[src/rtl/fnwm_pkg.sv]
// ----------------------------------------------------------------------------
// fnwm_pkg
// Shared constants, codes and types for the filtered name word matcher.
// ----------------------------------------------------------------------------
package fnwm_pkg;

	// Table sizes
	localparam int MAX_WORDS         = 32;
	localparam int MAX_WORD_LEN      = 16;
	localparam int CLASS_TABLE_DEPTH = 256;

	// Derived widths
	localparam int WORD_IDX_W  = $clog2(MAX_WORDS);
	localparam int CNT_W       = $clog2(MAX_WORDS + 1);
	localparam int POS_IDX_W   = $clog2(MAX_WORD_LEN);
	localparam int LEN_W       = $clog2(MAX_WORD_LEN + 1);
	localparam int WMEM_DEPTH  = MAX_WORDS * MAX_WORD_LEN;
	localparam int WMEM_ADDR_W = WORD_IDX_W + POS_IDX_W;
	localparam int CLASS_IDX_W = $clog2(CLASS_TABLE_DEPTH);

	// Configuration port
	localparam int PADDR_W = 2;
	localparam int PDATA_W = 32;
	localparam logic [PADDR_W-1:0] REG_USE_CLASS_TABLE = 2'd0;

	// Input item functions
	localparam logic [1:0] FUNC_SET_CLASS = 2'd0;
	localparam logic [1:0] FUNC_WORD_BYTE = 2'd1;
	localparam logic [1:0] FUNC_NAME_BYTE = 2'd2;

	// Byte classes
	localparam logic [1:0] CLASS_ALLOWED = 2'd0;
	localparam logic [1:0] CLASS_IGNORED = 2'd1;
	localparam logic [1:0] CLASS_BANNED  = 2'd2;

	// Result kinds
	localparam logic [1:0] KIND_NAME_VERDICT = 2'd0;
	localparam logic [1:0] KIND_WORD_STORED  = 2'd1;
	localparam logic [1:0] KIND_WORD_REJECT  = 2'd2;

	// Class table write request
	typedef struct packed {
		logic                   en;
		logic [CLASS_IDX_W-1:0] idx;
		logic [1:0]             code;
	} class_wr_t;

	// ASCII lowercase
	function automatic logic [7:0] to_lower(input logic [7:0] c);
		logic [7:0] r;
		r = c;
		if (c inside {[8'h41:8'h5A]}) begin
			r = c + 8'h20;
		end
		return r;
	endfunction

endpackage

[src/rtl/fnwm_class_table.sv]
// ----------------------------------------------------------------------------
// fnwm_class_table
// Byte class memory with per-entry valid bits; an entry never written reads
// as allowed. One write port, one registered read port.
// ----------------------------------------------------------------------------
module fnwm_class_table
	import fnwm_pkg::*;
(
	input  logic                   clk,
	input  logic                   arst_n,
	input  class_wr_t              wr,
	input  logic [CLASS_IDX_W-1:0] rd_idx,
	output logic [1:0]             cls
);

	logic [1:0]                   mem [CLASS_TABLE_DEPTH];
	logic [CLASS_TABLE_DEPTH-1:0] vld_q;
	logic [1:0]                   rd_data_q;
	logic                         rd_vld_q;

	// Write and read the class memory
	always_ff @(posedge clk) begin
		if (wr.en) begin
			mem[wr.idx] <= wr.code;
		end
		rd_data_q <= mem[rd_idx];
	end

	// Track written entries
	always_ff @(posedge clk or negedge arst_n) begin
		if (!arst_n) begin
			vld_q    <= '0;
			rd_vld_q <= 1'b0;
		end else begin
			if (wr.en) begin
				vld_q[wr.idx] <= 1'b1;
			end
			rd_vld_q <= vld_q[rd_idx];
		end
	end

	assign cls = rd_vld_q ? rd_data_q : CLASS_ALLOWED;

endmodule

[src/rtl/filtered_name_word_matcher_top.sv]
// ----------------------------------------------------------------------------
// filtered_name_word_matcher_top
// Banned word loader and name checker with a per-byte class filter.
// ----------------------------------------------------------------------------
// Class writes and banned word bytes never raise busy, so the next item is
// not held off; a word's last byte returns its stored/rejected word on done
// in the next cycle. A name byte holds busy high while one compare unit walks
// the word table: a class lookup state, then per stored word a select state
// plus a memory read and a compare state for each byte compared, one more
// select past the last word unless a match ends the walk, and a closing
// state. A dropped byte goes from the class lookup to the closing state.
// The verdict word appears on done for one cycle right after the closing
// cycle of the name's last byte, when busy is already low. Results cannot be
// held off by the receiver. The tables need no clearing pass after reset.
// ----------------------------------------------------------------------------
module filtered_name_word_matcher_top
	import fnwm_pkg::*;
(
	input  logic               clk,
	input  logic               arst_n,
	// Command side
	input  logic               start,
	output logic               busy,
	input  logic [1:0]         func,
	input  logic [7:0]         byte_value,
	input  logic [1:0]         class_code,
	input  logic               last,
	// Result side
	output logic               done,
	output logic [1:0]         kind,
	output logic               banned,
	// Configuration port
	input  logic               psel,
	input  logic               penable,
	input  logic               pwrite,
	input  logic [PADDR_W-1:0] paddr,
	input  logic [PDATA_W-1:0] pwdata,
	output logic [PDATA_W-1:0] prdata,
	output logic               pready
);

	localparam logic [2:0] ST_IDLE   = 3'd0;
	localparam logic [2:0] ST_CLASS  = 3'd1;
	localparam logic [2:0] ST_WSEL   = 3'd2;
	localparam logic [2:0] ST_RD     = 3'd3;
	localparam logic [2:0] ST_CMP    = 3'd4;
	localparam logic [2:0] ST_FINISH = 3'd5;

	logic [2:0]           state_q;
	logic                 use_class_q;
	logic [CNT_W-1:0]     cnt_q;
	logic [LEN_W-1:0]     pos_q;
	logic                 too_long_q;
	logic [7:0]           recent_q [MAX_WORD_LEN];
	logic [LEN_W-1:0]     kept_q;
	logic                 refused_q;
	logic [7:0]           byte_q;
	logic                 last_q;
	logic [CNT_W-1:0]     w_q;
	logic [POS_IDX_W-1:0] k_q;
	logic [LEN_W-1:0]     len_q;
	logic [LEN_W-1:0]     len_mem_q [MAX_WORDS];
	logic [7:0]           word_mem [WMEM_DEPTH];
	logic [7:0]           wrd_q;
	logic                 done_q;
	logic [1:0]           kind_q;
	logic                 banned_q;

	logic                   accept;
	logic                   cfg_wr;
	class_wr_t              cls_wr;
	logic [1:0]             cls;
	logic                   full;
	logic                   ld_over;
	logic                   ld_long_nx;
	logic [LEN_W-1:0]       ld_pos_nx;
	logic                   ld_reject;
	logic                   word_we;
	logic [WMEM_ADDR_W-1:0] word_waddr;
	logic [WMEM_ADDR_W-1:0] word_raddr;
	logic [LEN_W-1:0]       len_m1;
	logic [LEN_W-1:0]       rd_off;
	logic [LEN_W-1:0]       cur_len;
	logic                   keep;
	logic                   ban_byte;
	logic                   cmp_eq;
	logic                   cmp_end;

	assign accept = start && !busy;
	assign busy   = (state_q != ST_IDLE);

	// Configuration register
	assign pready = 1'b1;
	assign cfg_wr = psel && penable && pwrite && pready && (paddr == REG_USE_CLASS_TABLE);
	assign prdata = (paddr == REG_USE_CLASS_TABLE) ? {{(PDATA_W-1){1'b0}}, use_class_q} : '0;

	always_ff @(posedge clk or negedge arst_n) begin
		if (!arst_n) begin
			use_class_q <= 1'b1;
		end else if (cfg_wr) begin
			use_class_q <= pwdata[0];
		end
	end

	// Class table
	assign cls_wr.en   = accept && (func == FUNC_SET_CLASS) && (class_code <= CLASS_BANNED);
	assign cls_wr.idx  = byte_value;
	assign cls_wr.code = class_code;

	fnwm_class_table u_class (
		.clk    (clk),
		.arst_n (arst_n),
		.wr     (cls_wr),
		.rd_idx (byte_value),
		.cls    (cls)
	);

	// Word load progress
	assign full       = (cnt_q >= CNT_W'(MAX_WORDS));
	assign ld_over    = (pos_q >= LEN_W'(MAX_WORD_LEN));
	assign ld_long_nx = too_long_q || ld_over;
	assign ld_pos_nx  = ld_over ? pos_q : pos_q + LEN_W'(1);
	assign ld_reject  = full || ld_long_nx;
	assign word_we    = accept && (func == FUNC_WORD_BYTE) && !ld_over && !full;
	assign word_waddr = {cnt_q[WORD_IDX_W-1:0], pos_q[POS_IDX_W-1:0]};

	// Compare unit addressing: byte len-1-k of word w
	assign len_m1     = len_q - LEN_W'(1);
	assign rd_off     = len_m1 - LEN_W'(k_q);
	assign word_raddr = {w_q[WORD_IDX_W-1:0], rd_off[POS_IDX_W-1:0]};
	assign cur_len    = len_mem_q[w_q[WORD_IDX_W-1:0]];
	assign cmp_eq     = (wrd_q == recent_q[k_q]);
	assign cmp_end    = (LEN_W'(k_q) == len_m1);

	// Name byte filter
	assign keep     = !use_class_q || (cls == CLASS_ALLOWED);
	assign ban_byte = use_class_q && (cls == CLASS_BANNED);

	// Word memory and length table
	always_ff @(posedge clk) begin
		if (word_we) begin
			word_mem[word_waddr] <= to_lower(byte_value);
		end
		wrd_q <= word_mem[word_raddr];
		if (accept && (func == FUNC_WORD_BYTE) && last && !ld_reject) begin
			len_mem_q[cnt_q[WORD_IDX_W-1:0]] <= ld_pos_nx;
		end
	end

	// Kept name bytes, newest at entry 0
	always_ff @(posedge clk) begin
		if (state_q == ST_CLASS && keep) begin
			for (int i = MAX_WORD_LEN - 1; i > 0; i--) begin
				recent_q[i] <= recent_q[i-1];
			end
			recent_q[0] <= to_lower(byte_q);
		end
	end

	// Item capture
	always_ff @(posedge clk) begin
		if (accept) begin
			byte_q <= byte_value;
			last_q <= last;
		end
	end

	// Sequencer
	always_ff @(posedge clk or negedge arst_n) begin
		if (!arst_n) begin
			state_q    <= ST_IDLE;
			cnt_q      <= '0;
			pos_q      <= '0;
			too_long_q <= 1'b0;
			kept_q     <= '0;
			refused_q  <= 1'b0;
			w_q        <= '0;
			k_q        <= '0;
			len_q      <= '0;
			done_q     <= 1'b0;
			kind_q     <= KIND_NAME_VERDICT;
			banned_q   <= 1'b0;
		end else begin
			done_q <= 1'b0;
			case (state_q)
				ST_IDLE: begin
					if (accept) begin
						case (func)
							FUNC_WORD_BYTE: begin
								if (last) begin
									pos_q      <= '0;
									too_long_q <= 1'b0;
									done_q     <= 1'b1;
									banned_q   <= 1'b0;
									if (ld_reject) begin
										kind_q <= KIND_WORD_REJECT;
									end else begin
										kind_q <= KIND_WORD_STORED;
										cnt_q  <= cnt_q + CNT_W'(1);
									end
								end else begin
									pos_q      <= ld_pos_nx;
									too_long_q <= ld_long_nx;
								end
							end
							FUNC_NAME_BYTE: begin
								// drop any partly loaded word
								pos_q      <= '0;
								too_long_q <= 1'b0;
								state_q    <= ST_CLASS;
							end
							default: begin
							end
						endcase
					end
				end
				ST_CLASS: begin
					if (keep) begin
						if (kept_q < LEN_W'(MAX_WORD_LEN)) begin
							kept_q <= kept_q + LEN_W'(1);
						end
						w_q     <= '0;
						state_q <= ST_WSEL;
					end else begin
						if (ban_byte) begin
							refused_q <= 1'b1;
						end
						state_q <= ST_FINISH;
					end
				end
				ST_WSEL: begin
					// walk stored words; skip empty or too long ones
					if (w_q >= cnt_q) begin
						state_q <= ST_FINISH;
					end else if (cur_len == '0 || cur_len > kept_q) begin
						w_q <= w_q + CNT_W'(1);
					end else begin
						len_q   <= cur_len;
						k_q     <= '0;
						state_q <= ST_RD;
					end
				end
				ST_RD: begin
					state_q <= ST_CMP;
				end
				ST_CMP: begin
					if (!cmp_eq) begin
						w_q     <= w_q + CNT_W'(1);
						state_q <= ST_WSEL;
					end else if (cmp_end) begin
						refused_q <= 1'b1;
						state_q   <= ST_FINISH;
					end else begin
						k_q     <= k_q + POS_IDX_W'(1);
						state_q <= ST_RD;
					end
				end
				ST_FINISH: begin
					if (last_q) begin
						done_q    <= 1'b1;
						kind_q    <= KIND_NAME_VERDICT;
						banned_q  <= refused_q || (kept_q == '0);
						kept_q    <= '0;
						refused_q <= 1'b0;
					end
					state_q <= ST_IDLE;
				end
				default: begin
					state_q <= ST_IDLE;
				end
			endcase
		end
	end

	assign done   = done_q;
	assign kind   = kind_q;
	assign banned = banned_q;

endmodule

[config.mk]
export PLATFORM = sky130hd
export DESIGN_NAME = filtered_name_word_matcher_top
export DESIGN_NICKNAME = d
export VERILOG_FILES = /design/src/rtl/fnwm_pkg.sv /design/src/rtl/fnwm_class_table.sv /design/src/rtl/filtered_name_word_matcher_top.sv
export SDC_FILE = /design/constraint.sdc
export NUM_CORES = 2
export LEC_CHECK = 0
export BUFFER_PORTS_ARGS = -buffer_cell sky130_fd_sc_hd__buf_4
export CELL_PAD_IN_SITES_DETAIL_PLACEMENT = 2
export CELL_PAD_IN_SITES_GLOBAL_PLACEMENT = 2
export CORE_UTILIZATION = 55
export CTS_BUF_LIST = sky130_fd_sc_hd__clkbuf_16
export DETAILED_ROUTE_END_ITERATION = 10
export PLACE_DENSITY_LB_ADDON = 0.1
export SLEW_MARGIN = 20
export SYNTH_ARGS = -nofsm -noshare
export SYNTH_HDL_FRONTEND = slang
export SYNTH_MEMORY_MAX_BITS = 65536
export SYNTH_SLANG_ARGS = --single-unit
[constraint.sdc]
create_clock -name clk -period 9.14 [get_ports clk]
set_input_delay 0.457 -clock clk [delete_from_list [all_inputs] [get_ports clk]]
set_output_delay 0.457 -clock clk [all_outputs]
set_load 0.01 [all_outputs]
==> results of run 1 <==
stage by stage:
step | setup WS (ns) | instances
3_3_place_gp | 2.81 | 14000
2_1_floorplan | 2.19 | 9439
cell families after synthesis:
kind of cell,count (synthesis),share of synthesized area
AO/OA/AOI/OAI,279,0.00923
XOR/XNOR,18,0.000775
adder cells (fa/ha/maj),33,0.00207
buffers and inverters,627,0.0126
flip-flops,5213,0.761
multiplexers,1703,0.181
other,2,0.0000369
AND/OR/NAND/NOR,1534,0.0333
==> impl_metrics.env, run 1 <==
export IMPL_die_height_um=610
export IMPL_synthFlopType="edfxtp_1"
export IMPL_synth_async_reset_ratio=0.0572
export IMPL_io_pins=91
export IMPL_status="did not finish"
export IMPL_failed_stage="3_5_place_dp"
export IMPL_synth_avg_cell_area_um2=21.6
export IMPL_routabilityCongestion=0.817
export IMPL_fp_row_count=223
export IMPL_ys_top_cells_by_area="edfxtp_1, mux4_2, dfrtp_1, nor2_1, or2_2"
export IMPL_synth_top_cells_by_count="edfxtp_1, mux4_2, nor2_1"
export IMPL_numPortBuffers=27
export IMPL_yosysMostFrequentCell="edfxtp_1"
export IMPL_synth_area_leader_cell="edfxtp_1"
export IMPL_synth_ff_latch_count=5213
export IMPL_ys_warn_count=0
export IMPL_synth_edff_count=4905
export IMPL_syn_cell_area_mm2=0.204
export IMPL_fp_dieW_um=610
export IMPL_place_hpwl_um=454000
export IMPL_synth_distinct_cells=72
export IMPL_synth_top_area_frac=0.724
export IMPL_initial_core_util=0.552
export IMPL_yosysSeqAreaShare=0.761
export IMPL_synth_cells=9409
export IMPL_error="[ERROR DPL-0033] detailed placement checks failed during check placement."
==> run 2: changes to the inputs <==
--- a/config.mk
+++ b/config.mk
@@ -6,12 +6,9 @@
 export NUM_CORES = 2
 export LEC_CHECK = 0
 export BUFFER_PORTS_ARGS = -buffer_cell sky130_fd_sc_hd__buf_4
-export CELL_PAD_IN_SITES_DETAIL_PLACEMENT = 2
-export CELL_PAD_IN_SITES_GLOBAL_PLACEMENT = 2
-export CORE_UTILIZATION = 55
-export CTS_BUF_LIST = sky130_fd_sc_hd__clkbuf_16
+export CORE_UTILIZATION = 40
 export DETAILED_ROUTE_END_ITERATION = 10
-export PLACE_DENSITY_LB_ADDON = 0.1
+export PLACE_DENSITY_LB_ADDON = 0.15
 export SLEW_MARGIN = 20
 export SYNTH_ARGS = -nofsm -noshare
 export SYNTH_HDL_FRONTEND = slang
==> run 2 against run 1 <==
  * The flow now finishes without violations
  * Synthesized area unchanged
  * Synthesized cell count unchanged
==> impl_metrics.env, run 2 <==
export IMPL_whs_ns=0.134
export IMPL_slew_violations=0
export IMPL_p_comb_frac=0.332
export IMPL_place_hpwl_um=312000
export IMPL_antenna_found_initial=14
export IMPL_path_buf_inv=3
export IMPL_worstHoldPathType="input pin to asynchronous set/reset pin"
export IMPL_fp_row_count=261
export IMPL_grt_pass1_wl_um=750000
export IMPL_synth_cells=9409
export IMPL_synth_top_cells_by_count="edfxtp_1, mux4_2, nor2_1"
export IMPL_final_cells=16800
export IMPL_synth_avg_cell_area_um2=21.6
export IMPL_grt_use_total=0.203
export IMPL_yosysSeqAreaShare=0.761
export IMPL_synth_ff_latch_count=5213
export IMPL_io_pins=91
export IMPL_synth_top_area_frac=0.724
export IMPL_hold_viol=0
export IMPL_hold_buffers=17
export IMPL_regArea_mm2=0.155
export IMPL_drt_initial_drc_count=9607
export IMPL_drt_met1_wl_um=221000
export IMPL_largest_reg_flops=4096
export IMPL_path_clk_slew_ns=0.06
export IMPL_yosysMostFrequentCell="edfxtp_1"
export IMPL_cts_max_path_buffers=4
export IMPL_multiInputGateArea_mm2=0.0464
export IMPL_crit_required_ns=10.01
export IMPL_nets=9740
export IMPL_core_area_mm2=0.506
export IMPL_cts_resized=0
export IMPL_endpoint_kind="register"
export IMPL_p_switching_mw=23.5
export IMPL_rsz0062_at_grt="no"
export IMPL_grt_max_degree=198
export IMPL_wl_met2_um=259000
export IMPL_vdd_drop_max_mv=0.337
export IMPL_ctsRootBufferMaster="clkbuf_16"
export IMPL_fill_cells=42100
export IMPL_critPathKind="register to register"
export IMPL_reg2regPathDepth=11
export IMPL_synthToLayoutAreaGrowth_pct=13.1
export IMPL_crit_fanout=100
export IMPL_tightest_slew_ns=1.26
export IMPL_reg_top3="word_mem x4096, u_class.mem x512, u_class.vld_q x256"
export IMPL_regMostFlops="word_mem"
export IMPL_grt_pass1_vias=99500
export IMPL_status="completed"
export IMPL_p_leak_nw=73.0
export IMPL_arrival_ns=7.41
export IMPL_synth_edff_count=4905
export IMPL_period_share=0.715
export IMPL_wl_um=523000
export IMPL_dr_pass1_iters=6
export IMPL_cpMostUsedCell="mux4_2"
export IMPL_htree_levels=6
export IMPL_power_density_mw_per_mm2=318
export IMPL_layout_drive_gt1_share=0.285
export IMPL_synth_distinct_cells=72
export IMPL_min_period_ns=6.54
export IMPL_swShare=0.321
export IMPL_cts_made_buffers=563
export IMPL_crit_family="multiplexers"
export IMPL_cpPeakStageDelay_ns=1.23
export IMPL_numPortBuffers=27
export IMPL_max_cap_viol_count=0
export IMPL_die_height_um=715
export IMPL_ant_nets=0
export IMPL_cts_sinks=5213
export IMPL_internal_power_mw=49.7
export IMPL_initial_core_util=0.402
export IMPL_wl_per_cell_um=31.1
export IMPL_die_area_mm2=0.512
export IMPL_cts_tree="yes"
export IMPL_r2r_end="wrd_q[6]"
export IMPL_clk_latency_ns=1.08
export IMPL_layout_common_cells="edfxtp_1, mux4_2, nor2_1"
export IMPL_cpMaxStageDelayCell="fa_4"
export IMPL_crit_path_start_kind="register"
export IMPL_ys_top_cells_by_area="edfxtp_1, mux4_2, dfrtp_1, nor2_1, or2_2"
export IMPL_ys_warn_count=0
export IMPL_final_common_cell="edfxtp_1"
export IMPL_p_seq_frac=0.365
export IMPL_synthFlopType="edfxtp_1"
export IMPL_overflow=0
export IMPL_post_route_drc_count=0
export IMPL_synth_area_leader_cell="edfxtp_1"
export IMPL_postLayoutCoreUtil=0.455
export IMPL_place_inst=15800
export IMPL_vias=95200
export IMPL_fmax_ghz=0.153
export IMPL_finalSetupViolCount=0
export IMPL_viasPerCell=5.66
export IMPL_fin_skew_ns=0.0705
export IMPL_slew_limit_headroom=0.154
export IMPL_syn_cell_area_mm2=0.204
export IMPL_top_layer_used="met5"
export IMPL_reg2reg_slack_ns=2.60
export IMPL_wl_met3_um=29700
export IMPL_path_cells="buf_4, ha_4, inv_1, fa_4, buf_12, mux4_2, mux4_2, mux2i_1, o22ai_1, o21ai_0, nand4_1"
export IMPL_routabilityCongestion=0.813
export IMPL_post_cts_setup_buffers=0
export IMPL_fp_dieW_um=715
export IMPL_synth_async_reset_ratio=0.0572
export IMPL_fin_tns_setup_ns=0
export IMPL_r2r_start="k_q[0]"
export IMPL_clkPwrFrac=0.303
## run 2: cell counts after synthesis
Identical to the previous run, type by type.
## run 2: cells by family (layout without fill, tap and decap cells)
logic type	count (synthesis)	after routing	synth area share
simple gates	1534	1534	0.0333
buf+inv	627	1301	0.0126
fa+ha+maj	33	33	0.00207
mux	1703	1703	0.181
compound gates	279	279	0.00923
flops	5213	5213	0.761
other cells	2	38	0.0000369
xor+xnor	18	18	0.000775
## run 2: layout make-up
type,count,share of cell area
timing repair buffer,237,0.0101
clock buffer,703,0.0647
inverter,40,0.000669
tap,6706,0.0365
sequential,5213,0.673
multi-input combinational,3599,0.202
antenna,6,0.0000652
clock inverter,321,0.0129
## run 2: power by group through the flow
stage          logic, mW  registers, mW  clock network (mW)
6_report            24.3           26.7                22.2
5_1_grt             25.5           26.7                23.5
4_1_cts             24.9           26.7                22.6
3_5_place_dp        24.8           27.2                   0
3_3_place_gp        24.7           27.2                   0
2_1_floorplan       15.6           27.1                   0
## run 2: worst register-to-register path: stages (launching register included)
cell and delay [ns]:
dfrtp_2 0.33, buf_4 0.62, ha_4 0.24, inv_1 0.06
fa_4 1.23, buf_12 0.51, mux4_2 0.78, mux4_2 0.49
mux2i_1 0.59, o22ai_1 0.28, o21ai_0 1.01, nand4_1 0.19
## run 2: per-layer routing
metal,vias to the layer above,GRT usage
met3,711,0.0306
li1,39400,-
met1,52100,0.283
met5,-,0
met4,2,0.0516
met2,2948,0.336
## run 2: per-stage QoR
step | area (um^2) | power, mW | setup slack, ns
floorplan | 204000 | 42.7 | 2.19
global placement | 212000 | 51.9 | 2.59
detailed placement | 212000 | 52.0 | 2.62
CTS | 230000 | 74.2 | 2.60
global route | 230000 | 75.7 | 2.48
finish | 230000 | 73.2 | 2.60
## run 2: worst max-delay path by stage
stage / cells past startpoint / end / startpoint / slack, ns
final: 11 / wrd_q[6] / k_q[0] / 2.60
after detailed placement: 12 / wrd_q[6] / k_q[0] / 2.62
after global routing: 12 / wrd_q[6] / k_q[0] / 2.48
after global placement: 12 / wrd_q[6] / k_q[0] / 2.59
after floorplan: 9 / word_mem[0][5] / byte_value[0] / 2.19
after CTS: 12 / wrd_q[6] / k_q[0] / 2.60
No activity file was read; power rests on OpenSTA's default activity.
